$ cat src/hw/rtl/usbcer_pkg.sv
// Package for the endpoint-0 control responder.
// Event codes, request codes, descriptor map, descriptor ROM contents and FSM type.
// No dependencies.
package usbcer_pkg;

   // packet size on EP0 and descriptor ROM depth
   localparam int unsigned PACKET_BYTES = 64;
   localparam int unsigned ROM_BYTES    = 512;

   typedef enum logic [2:0] {
      EV_SETUP = 3'd0,
      EV_IN    = 3'd1,
      EV_OUT   = 3'd2,
      EV_RESET = 3'd3
   } event_kind_type;

   typedef enum logic [1:0] {
      HS_ACK   = 2'd0,
      HS_NAK   = 2'd1,
      HS_STALL = 2'd2
   } handshake_type;

   typedef enum logic [1:0] {
      ST_IDLE = 2'd0,
      ST_LOAD = 2'd1,
      ST_SEND = 2'd2
   } fsm_type;

   localparam logic [7:0] REQ_GET_STATUS    = 8'h00;
   localparam logic [7:0] REQ_CLEAR_FEATURE = 8'h01;
   localparam logic [7:0] REQ_SET_FEATURE   = 8'h03;
   localparam logic [7:0] REQ_SET_ADDRESS   = 8'h05;
   localparam logic [7:0] REQ_GET_DESCR     = 8'h06;
   localparam logic [7:0] REQ_GET_CONFIG    = 8'h08;
   localparam logic [7:0] REQ_SET_CONFIG    = 8'h09;
   localparam logic [7:0] REQ_GET_INTF      = 8'h0A;
   localparam logic [7:0] REQ_VENDOR_WINUSB = 8'h20;
   localparam logic [7:0] REQ_NONE          = 8'hFF;

   localparam logic [7:0] EP_2_IN  = 8'h82;
   localparam logic [7:0] EP_2_OUT = 8'h02;
   localparam logic [7:0] EP_1_IN  = 8'h81;
   localparam logic [7:0] WINUSB_INDEX = 8'h07;
   localparam logic [7:0] LEN_CLAMP = 8'hF0;

   localparam logic [8:0] OFS_DEV = 9'd0;   localparam logic [7:0] LEN_DEV = 8'd18;
   localparam logic [8:0] OFS_CFG = 9'd18;  localparam logic [7:0] LEN_CFG = 8'd32;
   localparam logic [8:0] OFS_LANG = 9'd50; localparam logic [7:0] LEN_LANG = 8'd4;
   localparam logic [8:0] OFS_MANU = 9'd54; localparam logic [7:0] LEN_MANU = 8'd8;
   localparam logic [8:0] OFS_PROD = 9'd62; localparam logic [7:0] LEN_PROD = 8'd36;
   localparam logic [8:0] OFS_SER = 9'd98;  localparam logic [7:0] LEN_SER = 8'd26;
   localparam logic [8:0] OFS_INTF = 9'd124; localparam logic [7:0] LEN_INTF = 8'd26;
   localparam logic [8:0] OFS_BOS = 9'd150; localparam logic [7:0] LEN_BOS = 8'd40;
   localparam logic [8:0] OFS_WIN = 9'd190; localparam logic [7:0] LEN_WIN = 8'd162;
   localparam int unsigned ROM_USED = 352;

   localparam logic [7:0] ROM_DATA [ROM_USED] = '{
      8'h12,8'h01,8'h10,8'h02,8'hEF,8'h02,8'h01,8'(PACKET_BYTES),
      8'h28,8'h0D,8'h04,8'h02,8'h00,8'h01,8'h01,8'h02,8'h03,8'h01,
      8'h09,8'h02,8'h20,8'h00,8'h01,8'h01,8'h00,8'h80,8'hFA,
      8'h09,8'h04,8'h00,8'h00,8'h02,8'hFF,8'h00,8'h00,8'h04,
      8'h07,8'h05,8'h02,8'h02,8'h40,8'h00,8'h00,
      8'h07,8'h05,8'h82,8'h02,8'h40,8'h00,8'h00,
      8'h04,8'h03,8'h09,8'h04,
      8'h08,8'h03,8'h41,8'h00,8'h52,8'h00,8'h4D,8'h00,
      8'h24,8'h03,8'h44,8'h00,8'h41,8'h00,8'h50,8'h00,8'h4C,8'h00,8'h69,8'h00,
      8'h6E,8'h00,8'h6B,8'h00,
      8'h20,8'h00,8'h43,8'h00,8'h4D,8'h00,8'h53,8'h00,8'h49,8'h00,8'h53,8'h00,
      8'h2D,8'h00,8'h44,8'h00,
      8'h41,8'h00,8'h50,8'h00,
      8'h1A,8'h03,8'h30,8'h00,8'h30,8'h00,8'h30,8'h00,8'h31,8'h00,8'h41,8'h00,
      8'h30,8'h00,8'h30,8'h00,8'h30,8'h00,8'h30,8'h00,8'h30,8'h00,8'h30,8'h00,
      8'h30,8'h00,
      8'h1A,8'h03,8'h43,8'h00,8'h4D,8'h00,8'h53,8'h00,8'h49,8'h00,8'h53,8'h00,
      8'h2D,8'h00,8'h44,8'h00,
      8'h41,8'h00,8'h50,8'h00,8'h20,8'h00,8'h76,8'h00,8'h32,8'h00,
      8'h05,8'h0F,8'h28,8'h00,8'h02,8'h07,8'h10,8'h02,8'h00,8'h00,8'h00,8'h00,
      8'h1C,8'h10,8'h05,8'h00,8'hDF,8'h60,8'hDD,8'hD8,8'h89,8'h45,8'hC7,
      8'h4C,8'h9C,8'hD2,8'h65,8'h9D,8'h9E,8'h64,8'h8A,8'h9F,8'h00,8'h00,8'h03,
      8'h06,8'hA2,8'h00,8'h20,8'h00,
      8'h0A,8'h00,8'h00,8'h00,8'h00,8'h00,8'h03,8'h06,8'hA2,8'h00,
      8'h14,8'h00,8'h03,8'h00,8'h57,8'h49,8'h4E,8'h55,8'h53,8'h42,8'h00,8'h00,
      8'h00,8'h00,
      8'h00,8'h00,8'h00,8'h00,8'h00,8'h00,8'h84,8'h00,8'h04,8'h00,8'h07,8'h00,
      8'h2A,8'h00,8'h44,8'h00,
      8'h65,8'h00,8'h76,8'h00,8'h69,8'h00,8'h63,8'h00,8'h65,8'h00,8'h49,8'h00,
      8'h6E,8'h00,8'h74,8'h00,
      8'h65,8'h00,8'h72,8'h00,8'h66,8'h00,8'h61,8'h00,8'h63,8'h00,8'h65,8'h00,
      8'h47,8'h00,8'h55,8'h00,
      8'h49,8'h00,8'h44,8'h00,8'h73,8'h00,8'h00,8'h00,8'h50,8'h00,8'h7B,8'h00,
      8'h43,8'h00,8'h44,8'h00,
      8'h42,8'h00,8'h33,8'h00,8'h42,8'h00,8'h35,8'h00,8'h41,8'h00,8'h44,8'h00,
      8'h2D,8'h00,8'h32,8'h00,
      8'h39,8'h00,8'h33,8'h00,8'h42,8'h00,8'h2D,8'h00,8'h34,8'h00,8'h36,8'h00,
      8'h36,8'h00,8'h33,8'h00,
      8'h2D,8'h00,8'h41,8'h00,8'h41,8'h00,8'h33,8'h00,8'h36,8'h00,8'h2D,8'h00,
      8'h31,8'h00,8'h41,8'h00,
      8'h41,8'h00,8'h45,8'h00,8'h34,8'h00,8'h36,8'h00,8'h34,8'h00,8'h36,8'h00,
      8'h33,8'h00,8'h37,8'h00,
      8'h37,8'h00,8'h36,8'h00,8'h7D,8'h00,8'h00,8'h00,8'h00,8'h00
   };

   // ROM contents, zero beyond the programmed bytes
   function automatic logic [7:0] rom_byte(input int unsigned addr);
      logic [7:0] b;
      b = 8'h00;
      if (addr < ROM_USED) begin
         b = ROM_DATA[addr];
      end
      return b;
   endfunction

endpackage

$ cat src/hw/rtl/usbcer_rom.sv
// Descriptor ROM: synchronous memory with a registered read port.
// Depends on usbcer_pkg for the descriptor bytes.
module usbcer_rom #(
   parameter int unsigned ROM_BYTES = 512
) (
   input  logic                         clock,
   input  logic                         rd_en,
   input  logic [$clog2(ROM_BYTES)-1:0] rd_addr,
   output logic [7:0]                   rd_data
);

   logic [7:0] mem [ROM_BYTES];
   logic [7:0] rd_data_ff;

   // contents fixed at elaboration
   always_comb begin
      for (int i = 0; i < ROM_BYTES; i++) begin
         mem[i] = usbcer_pkg::rom_byte(i);
      end
   end

   // registered read port
   always_ff @(posedge clock) begin
      if (rd_en) begin
         rd_data_ff <= mem[rd_addr];
      end
   end

   assign rd_data = rd_data_ff;

endmodule

$ cat src/hw/rtl/usb_control_endpoint_responder_unit.sv
// Top level of the USB endpoint-0 control responder.
// Depends on usbcer_pkg and usbcer_rom.
//
//  channel | ports                 | transfer
//  request | start, busy, req_*    | start high while busy low
//  result  | rsp_strobe, rsp_*     | rsp_strobe high, one cycle, no back-pressure
//
// An event without data holds busy for the ROM read slot and one result; one that
// loads n descriptor bytes holds it for the ROM read slot and n results, one byte out per
// cycle after the first synchronous ROM read. The next event can be taken as soon as
// busy is low again.
// Reset clears all control and enumeration state; EP0 response returns to NAK.
// Results cannot be stalled; busy stays high until the last result has gone.
module usb_control_endpoint_responder_unit (
   input  logic        clock,
   input  logic        reset,
   input  logic        start,
   output logic        busy,
   input  logic [2:0]  req_event_kind,
   input  logic        req_setup_size_ok,
   input  logic [7:0]  req_request_type,
   input  logic [7:0]  req_request_code,
   input  logic [15:0] req_value_word,
   input  logic [15:0] req_index_word,
   input  logic [15:0] req_length_word,
   output logic        rsp_strobe,
   output logic [7:0]  rsp_data_byte,
   output logic        rsp_byte_valid,
   output logic        rsp_last,
   output logic [1:0]  rsp_handshake,
   output logic [6:0]  rsp_tx_length,
   output logic        rsp_data_toggle,
   output logic [6:0]  rsp_device_address,
   output logic [7:0]  rsp_config_value,
   output logic        rsp_ep2_in_stalled,
   output logic        rsp_ep2_out_stalled,
   output logic        rsp_ep1_in_stalled
);

   localparam int unsigned AW = $clog2(usbcer_pkg::ROM_BYTES);

   // state
   usbcer_pkg::fsm_type state_ff, state_in;
   logic [7:0]  remaining_ff, remaining_in;
   logic [AW-1:0] cursor_ff, cursor_in;
   logic [7:0]  saved_ff, saved_in;
   logic [6:0]  addr_ff, addr_in;
   logic [7:0]  cfg_ff, cfg_in;
   logic        enum_ff, enum_in;
   logic        toggle_ff, toggle_in;
   logic [2:0]  stall_ff, stall_in;
   logic [1:0]  resp_ff, resp_in;
   logic [6:0]  txlen_ff, txlen_in;
   // packet run
   logic [6:0]  count_ff, count_in;   // bytes to send this event
   logic [6:0]  sent_ff, sent_in;     // bytes sent so far
   logic        from_rom_ff, from_rom_in;
   logic [7:0]  fixed_byte_ff, fixed_byte_in; // byte when not from ROM
   logic [AW-1:0] base_ff, base_in;

   logic [AW-1:0] rd_addr;
   logic          rd_en;
   logic [7:0]    rd_data;

   usbcer_rom #(.ROM_BYTES(usbcer_pkg::ROM_BYTES)) u_rom (
      .clock  (clock),
      .rd_en  (rd_en),
      .rd_addr(rd_addr),
      .rd_data(rd_data)
   );

   logic accept;
   assign accept = start && !busy;
   assign busy = (state_ff != usbcer_pkg::ST_IDLE);

   // chunk size from a remaining count
   function automatic logic [6:0] chunk(input logic [7:0] rem);
      logic [6:0] c;
      c = (rem > 8'(usbcer_pkg::PACKET_BYTES)) ? 7'(usbcer_pkg::PACKET_BYTES) : rem[6:0];
      return c;
   endfunction

   // event decode: next architectural state and packet run
   always_comb begin
      logic        st;
      logic [7:0]  rem;
      logic [4:0]  recip;
      logic [7:0]  vh, vl, il;
      logic        descr;
      logic [AW-1:0] ofs;
      logic [7:0]  dlen;
      logic [6:0]  n;
      st = 1'b0; rem = remaining_ff; recip = req_request_type[4:0];
      vh = req_value_word[15:8]; vl = req_value_word[7:0]; il = req_index_word[7:0];
      descr = 1'b0; ofs = '0; dlen = 8'd0; n = 7'd0;
      remaining_in = remaining_ff; cursor_in = cursor_ff; saved_in = saved_ff;
      addr_in = addr_ff; cfg_in = cfg_ff; enum_in = enum_ff; toggle_in = toggle_ff;
      stall_in = stall_ff; resp_in = resp_ff; txlen_in = txlen_ff;
      count_in = count_ff; from_rom_in = from_rom_ff; fixed_byte_in = fixed_byte_ff;
      base_in = base_ff;
      if (accept) begin
         from_rom_in = 1'b0; fixed_byte_in = 8'h00;
         unique case (req_event_kind)
            usbcer_pkg::EV_SETUP: begin
               if (!req_setup_size_ok) begin
                  st = 1'b1;
               end else begin
                  rem = (req_length_word > 16'(usbcer_pkg::LEN_CLAMP)) ?
                        usbcer_pkg::LEN_CLAMP : req_length_word[7:0];
                  saved_in = req_request_code;
                  if ((req_request_type & 8'h60) != 8'h00) begin
                     if (recip == 5'd0 && req_request_code != usbcer_pkg::REQ_VENDOR_WINUSB) begin
                        st = 1'b1;
                     end else if (recip == 5'd0 && il == usbcer_pkg::WINUSB_INDEX) begin
                        descr = 1'b1; ofs = AW'(usbcer_pkg::OFS_WIN);
                        dlen = usbcer_pkg::LEN_WIN;
                     end else begin
                        rem = 8'd0;
                     end
                  end else begin
                     priority case (req_request_code)
                        usbcer_pkg::REQ_GET_DESCR: begin
                           descr = 1'b1;
                           priority if (vh == 8'd1) begin
                              ofs = AW'(usbcer_pkg::OFS_DEV); dlen = usbcer_pkg::LEN_DEV;
                           end else if (vh == 8'd2) begin
                              ofs = AW'(usbcer_pkg::OFS_CFG); dlen = usbcer_pkg::LEN_CFG;
                           end else if (vh == 8'd15) begin
                              ofs = AW'(usbcer_pkg::OFS_BOS); dlen = usbcer_pkg::LEN_BOS;
                           end else if (vh == 8'd3 && vl == 8'd0) begin
                              ofs = AW'(usbcer_pkg::OFS_LANG); dlen = usbcer_pkg::LEN_LANG;
                           end else if (vh == 8'd3 && vl == 8'd1) begin
                              ofs = AW'(usbcer_pkg::OFS_MANU); dlen = usbcer_pkg::LEN_MANU;
                           end else if (vh == 8'd3 && vl == 8'd2) begin
                              ofs = AW'(usbcer_pkg::OFS_PROD); dlen = usbcer_pkg::LEN_PROD;
                           end else if (vh == 8'd3 && vl == 8'd3) begin
                              ofs = AW'(usbcer_pkg::OFS_SER); dlen = usbcer_pkg::LEN_SER;
                           end else if (vh == 8'd3 && vl == 8'd4) begin
                              ofs = AW'(usbcer_pkg::OFS_INTF); dlen = usbcer_pkg::LEN_INTF;
                           end else begin
                              descr = 1'b0; st = 1'b1;
                           end
                        end
                        usbcer_pkg::REQ_SET_ADDRESS: rem = vl;
                        usbcer_pkg::REQ_GET_CONFIG: begin
                           fixed_byte_in = cfg_ff;
                           n = (rem >= 8'd1) ? 7'd1 : 7'd0;
                        end
                        usbcer_pkg::REQ_SET_CONFIG: begin
                           cfg_in = vl;
                           if (vl != 8'd0) enum_in = 1'b1;
                        end
                        usbcer_pkg::REQ_GET_INTF: begin
                        end
                        usbcer_pkg::REQ_CLEAR_FEATURE: begin
                           if (recip != 5'd2) st = 1'b1;
                           else if (il == usbcer_pkg::EP_2_IN) stall_in[0] = 1'b0;
                           else if (il == usbcer_pkg::EP_2_OUT) stall_in[1] = 1'b0;
                           else if (il == usbcer_pkg::EP_1_IN) stall_in[2] = 1'b0;
                           else st = 1'b1;
                        end
                        usbcer_pkg::REQ_SET_FEATURE: begin
                           if (recip != 5'd2 || req_value_word != 16'd0) st = 1'b1;
                           else if (req_index_word == 16'(usbcer_pkg::EP_2_IN)) stall_in[0] = 1'b1;
                           else if (req_index_word == 16'(usbcer_pkg::EP_2_OUT)) stall_in[1] = 1'b1;
                           else if (req_index_word == 16'(usbcer_pkg::EP_1_IN)) stall_in[2] = 1'b1;
                           else st = 1'b1;
                        end
                        usbcer_pkg::REQ_GET_STATUS: begin
                           n = (rem >= 8'd2) ? 7'd2 : rem[6:0];
                        end
                        default: st = 1'b1;
                     endcase
                  end
                  if (descr) begin
                     if (rem > dlen) rem = dlen;
                     n = chunk(rem);
                     rem = rem - 8'(n);
                     base_in = ofs;
                     cursor_in = AW'((AW+1)'(ofs) + (AW+1)'(n));
                     from_rom_in = 1'b1;
                  end
                  remaining_in = rem;
               end
               toggle_in = 1'b1;
               if (st) begin
                  saved_in = usbcer_pkg::REQ_NONE;
                  resp_in = usbcer_pkg::HS_STALL;
                  n = 7'd0;
               end else begin
                  resp_in = usbcer_pkg::HS_ACK;
                  txlen_in = n;
               end
            end
            usbcer_pkg::EV_IN: begin
               if (saved_ff == usbcer_pkg::REQ_GET_DESCR ||
                   saved_ff == usbcer_pkg::REQ_VENDOR_WINUSB) begin
                  n = chunk(remaining_ff);
                  remaining_in = remaining_ff - 8'(n);
                  base_in = cursor_ff;
                  cursor_in = AW'((AW+1)'(cursor_ff) + (AW+1)'(n));
                  from_rom_in = 1'b1;
                  txlen_in = n;
                  toggle_in = ~toggle_ff;
               end else begin
                  if (saved_ff == usbcer_pkg::REQ_SET_ADDRESS) addr_in = remaining_ff[6:0];
                  else txlen_in = 7'd0;
                  resp_in = usbcer_pkg::HS_NAK;
                  toggle_in = 1'b0;
               end
            end
            usbcer_pkg::EV_RESET: begin
               resp_in = usbcer_pkg::HS_NAK;
               toggle_in = 1'b0;
               addr_in = 7'd0;
               stall_in = 3'd0;
            end
            default: begin
            end
         endcase
         count_in = n;
      end
   end

   // sequencer next state
   always_comb begin
      state_in = state_ff;
      sent_in = sent_ff;
      unique case (state_ff)
         usbcer_pkg::ST_IDLE: begin
            sent_in = 7'd0;
            if (accept) state_in = usbcer_pkg::ST_LOAD;
         end
         usbcer_pkg::ST_LOAD: state_in = usbcer_pkg::ST_SEND;
         usbcer_pkg::ST_SEND: begin
            sent_in = sent_ff + 7'd1;
            if (sent_ff + 7'd1 >= count_ff) state_in = usbcer_pkg::ST_IDLE;
         end
         default: state_in = usbcer_pkg::ST_IDLE;
      endcase
   end

   // ROM read address runs one byte ahead of the output
   always_comb begin
      rd_en = 1'b0;
      rd_addr = base_ff;
      unique case (state_ff)
         usbcer_pkg::ST_LOAD: rd_en = 1'b1;
         usbcer_pkg::ST_SEND: begin
            rd_en = 1'b1;
            rd_addr = AW'((AW+1)'(base_ff) + (AW+1)'(sent_ff) + (AW+1)'(1));
         end
         default: rd_en = 1'b0;
      endcase
   end

   always_ff @(posedge clock) begin
      if (reset) begin
         state_ff <= usbcer_pkg::ST_IDLE;
         remaining_ff <= '0; cursor_ff <= '0; saved_ff <= '0; addr_ff <= '0;
         cfg_ff <= '0; enum_ff <= 1'b0; toggle_ff <= 1'b0; stall_ff <= '0;
         resp_ff <= usbcer_pkg::HS_NAK; txlen_ff <= '0;
         count_ff <= '0; sent_ff <= '0; from_rom_ff <= 1'b0;
      end else begin
         state_ff <= state_in;
         remaining_ff <= remaining_in; cursor_ff <= cursor_in; saved_ff <= saved_in;
         addr_ff <= addr_in; cfg_ff <= cfg_in; enum_ff <= enum_in;
         toggle_ff <= toggle_in; stall_ff <= stall_in; resp_ff <= resp_in;
         txlen_ff <= txlen_in; count_ff <= count_in; sent_ff <= sent_in;
         from_rom_ff <= from_rom_in;
      end
   end

   // payload registers
   always_ff @(posedge clock) begin
      fixed_byte_ff <= fixed_byte_in;
      base_ff <= base_in;
   end

   // result outputs
   logic any_data;
   logic is_last;
   assign any_data = (count_ff != 7'd0);
   assign is_last = (sent_ff + 7'd1 >= count_ff);
   always_comb begin
      rsp_strobe = (state_ff == usbcer_pkg::ST_SEND);
      rsp_data_byte = 8'h00;
      if (any_data) rsp_data_byte = from_rom_ff ? rd_data : fixed_byte_ff;
      rsp_byte_valid = any_data;
      rsp_last = is_last;
      rsp_handshake = is_last ? resp_ff : usbcer_pkg::HS_ACK;
      rsp_tx_length = txlen_ff;
      rsp_data_toggle = toggle_ff;
      rsp_device_address = addr_ff;
      rsp_config_value = cfg_ff;
      rsp_ep2_in_stalled = stall_ff[0];
      rsp_ep2_out_stalled = stall_ff[1];
      rsp_ep1_in_stalled = stall_ff[2];
   end

   // checks
   a_no_accept_busy: assert property (@(posedge clock) disable iff (reset)
      busy |-> !accept) else $error("accept while busy");
   a_load_then_send: assert property (@(posedge clock) disable iff (reset)
      state_ff == usbcer_pkg::ST_LOAD |=> state_ff == usbcer_pkg::ST_SEND)
      else $error("load not followed by send");
   a_count_bound: assert property (@(posedge clock) disable iff (reset)
      count_ff <= 7'(usbcer_pkg::PACKET_BYTES)) else $error("packet too long");
   a_last_idle: assert property (@(posedge clock) disable iff (reset)
      (rsp_strobe && rsp_last) |=> !busy) else $error("not idle after last");

endmodule
$ cat config.mk
export PLATFORM = sky130hd
export DESIGN_NAME = usb_control_endpoint_responder_unit
export DESIGN_NICKNAME = d
export VERILOG_FILES = /design/src/hw/rtl/usbcer_pkg.sv /design/src/hw/rtl/usbcer_rom.sv /design/src/hw/rtl/usb_control_endpoint_responder_unit.sv
export SDC_FILE = /design/constraint.sdc
export NUM_CORES = 1
export LEC_CHECK = 0
export BUFFER_PORTS_ARGS = -buffer_cell sky130_fd_sc_hd__buf_2
export CAP_MARGIN = 20
export CORE_ASPECT_RATIO = 1.75
export CORE_MARGIN = 2
export CORE_UTILIZATION = 61
export DETAILED_ROUTE_END_ITERATION = 12
export PLACE_DENSITY = 0.87
export SYNTH_ARGS = -nofsm -noshare
export SYNTH_HDL_FRONTEND = slang
export SYNTH_HIERARCHICAL = 1
export SYNTH_SLANG_ARGS = --single-unit
$ cat constraint.sdc
create_clock -name clock -period 6.8 [get_ports clock]
set_input_delay 0.68 -clock clock [delete_from_list [all_inputs] [get_ports clock]]
set_output_delay 0.68 -clock clock [all_outputs]
set_load 0.05 [all_outputs]
==> impl_results.md <==
- Core area: 16,290 µm²
- GRT Overall Usage: between 40% and 50%
- Async S/R FF share, synth: 0%
- Largest net degree at the start of global routing: 87
- WP data arrival: approximately 6.4 ns
- Max Clk Rate: ~160 MHz
- CP max stage cell: nor4_1
- I/O pin count: roughly 110
- Most Frequent Cell on Critical Path: a21oi_1
- CTS tree: done
- NumNets Final: about 1,500
- CP Max Fanout: 13
- Period Utilization, post-route: between 90% and 100%
- Slew Viols, Final: 0
- Final hold viol count: 0
- Clock slew at reported path FFs: approximately 0.070 ns
- Final ANT Viol Nets: 0
- DP Cell Count: approximately 1,600
- Sequential-to-total area share from yosys stat: between 20% and 30%
- Outcome: completed
- Antenna violations before repair: 5
- Post-route minimum period: 6.183 ns
- Syn_area_per_cell: 7.515 µm²
- Slew headroom: between 20 and 30%
- Total wire length: 37.87 mm
- Cell Count, Final, Fillers Out: 1,593
- DRC: 0
- R2r setup slk: just over 2 ns
- CTS sink count: 95
- R2r startpoint: sent_ff[0]
- Root buffer cell: clkbuf_16
- Post-Syn Area: roughly 10,000 µm²
- Most frequent cells in the layout: nor2_1 (154), nand2_1 (110), a21oi_1 (110), buf_2 (110), o21ai_0 (83)
- FF+latch area: roughly 2200 µm²
- Register bit total from synthesis: 95
- Wire length per cell: approximately 24 µm
- Drt pass-1 iters: 6
- Setup TNS Final: 0 ns
- Remaining Overflow, GRT: 0
- RSZ-0062 raised after global routing: false
- PD cells: between 100 and 150 nW/µm²
- GP Congestion: approximately 1.2
- H-Tree Depth: 3
- First-pass GRT wire length: between 50 and 60 mm
- Hold path depth: 2
- Worst-Skew Late Latency: 0.36 ns
- Syn Inst Count: 1,346
- CTS buffer count: 9
- Post-Route Skew: 0.01167 ns
- Leak: ~4.4 nW
- # Post-CTS Setup Buffers: 0
- CP top delay family: compound AO/OA/AOI/OAI gates
- Number of fill cells: around 1,400
- Die W: approximately 100 µm
- Initial Utilization: a little over 60%
- Final setup viols: 0
- Worst Hold Launch: count_ff[6]
- Area delta synth->final: 6.865%
- Buffers and inverters on the worst path: 2
- Worst-Margin Slew: 1.049 ns
- Post-CTS resize count: 0
- Startpoint types: primary input
- Tightest Hold Check Type: flip-flop to flip-flop
- Crit Path Class: primary input to flip-flop
- I/O Buffers: 109
- Critical Path RT: 7.01 ns
- Maxcap violations: 0
- Vias per inst: a little under 7
- Maximum buffer depth of the clock tree: 2
- Most common cell after layout, fill and taps aside: nor2_1
- Post-synth top flop: dfxtp_1
- Height of the chip: 174.3 µm
- Max rail drop VDD: 0.0001234 V
- Reg2Reg Depth: 13
- Row cnt: slightly above 60
- RR Endpoint: u_rom/rd_data[2]
- Hold endpoint: count_ff[6]
- Die Area: 17,670 µm²
- DR vias: between 10,000 and 15,000
- Share of cells above drive strength 1: 15.29%
- Distinct cells, synth: 110
- Vias in the first global route: between 10,000 and 15,000
- Slowest stage delay, CP: 0.45 ns
- CP endpoint kind: flip-flop
- Dpl hpwl: roughly 27 mm
- Post-synth EDFFs: 25
- DR iter-0 viols: about 1,100
- Hold_buf cts: 0
- Ys Warns: 6
- Area of the multi-input gates: roughly 7000 µm²
## cells in the mapped netlist (9+ instances only)
cell type    n  share of area (%)
or3_1       10               0.62
nor2b_1     29                1.8
nor3b_1      9               0.67
inv_1       48                1.8
xnor2_1     10               0.87
nor2_1     154                5.7
o21ai_0     83                4.1
mux2i_1     28                2.8
buf_2       30                1.5
nand3b_1    12               0.89
and2_1      22                1.4
buf_6       12                1.3
o31ai_1     11               0.82
nand2b_1    24                1.5
nand4_1     11               0.68
a221oi_1    14                1.2
a21oi_1    111                5.5
nand2_1    110                4.1
a31oi_1     16               0.99
a22oi_1     11               0.82
a311oi_1    13                1.1
nor3_1      37                1.8
clkbuf_1    39                1.4
dfxtp_1     70                 14
nand3_1     50                2.5
xor2_1      15                1.3
o211ai_1    21                1.6
ha_1        56                6.9
nor4_1      12               0.74
a211oi_1    22                1.6
a21o_1      25                1.9
o21a_1      13               0.96
edfxtp_1    25                7.4
mux2_2       9                1.0
## power breakdown
part	internal (mW)	switching, mW	leakage (nW)
clock network	0.256	0.241	0.142
logic	0.145	0.298	3.41
registers	0.600	0.0150	0.803
total	1.00	0.554	4.36
## area by class of cell
type | instances | share of cell area, %
Antenna cell | 1 | 0.02315
Clock buffer | 9 | 2.084
Clock inverter | 7 | 0.5672
Inverter | 52 | 1.806
Multi-Input combinational cell | 1101 | 66.37
Sequential cell | 95 | 19.91
Tap cell | 192 | 2.222
Timing Repair Buffer | 136 | 7.015
## routing by layer
metal,track usage (%),vias up,share of wire [%],routed length (µm)
li1,-,5065,-,-
met2,69.51,657,47,17950
met1,43.47,5005,31,11910
met4,39.30,4,11,4264
met3,15.64,248,9.8,3727
met5,0,-,0.061,23
## logic make-up after synthesis
family / synth area share (%)
flip-flops: 21.28
AO/OA/AOI/OAI: 29.52
buffers and inverters: 7.979
other: 0.03707
XOR/XNOR: 2.165
adder cells (fa/ha/maj): 7.620
multiplexers: 4.429
AND/OR/NAND/NOR: 26.98
## worst max-delay path by stage
| stage | startpoint | endpoint | slack, ns | depth (start not counted) |
|---|---|---|---|---|
| floorplan | req_value_word[7] | cursor_ff[6] | 1.06 | 22 |
| global placement | req_request_code[1] | cursor_ff[7] | 0.53 | 27 |
| detailed placement | req_request_code[1] | cursor_ff[6] | 0.40 | 26 |
| CTS | req_request_code[1] | cursor_ff[7] | 0.76 | 27 |
| global route | req_request_code[1] | cursor_ff[7] | 0.06 | 27 |
| finish | req_request_code[1] | cursor_ff[7] | 0.62 | 27 |
## flip-flops by register name, summed over array words and instances, names as in the netlist, 2 cells and up
name and count:
stall_ff 3, sent_ff 7, saved_ff 8, fixed_byte_ff 8, u_rom/rd_data 8, cursor_ff 9, rsp_device_address 7, remaining_ff 8
rsp_tx_length 7, base_ff 9, rsp_config_value 8, state_ff 2, count_ff 7, resp_ff 2
## worst register-to-register path: stages, from the launching register on
cell,delay [ns]
dfxtp_1,0.48
inv_1,0.08
ha_1,0.22
inv_1,0.09
fa_1,0.40
mux2_2,0.43
inv_1,0.36
ha_1,0.63
nand2b_1,0.48
o22ai_1,0.15
nor3_1,0.18
o221ai_1,0.13
a31oi_1,0.65
o21ai_0,0.20
## through the flow
stage	hold slack (ns)	cell area [µm²]	util, %	total power [mW]	worst slack [ns]
after floorplan	0.4363	10120	-	0.9257	1.065
after global placement	0.4360	10500	64.45	1.041	0.5268
after detailed placement	0.4515	10500	64.45	1.045	0.3966
after CTS	0.4604	10790	66.21	1.531	0.7572
after global routing	0.4853	10810	66.34	1.610	0.06435
final	0.4598	10810	66.35	1.555	0.6174
Note: power is estimated with default switching activity, not from simulation.
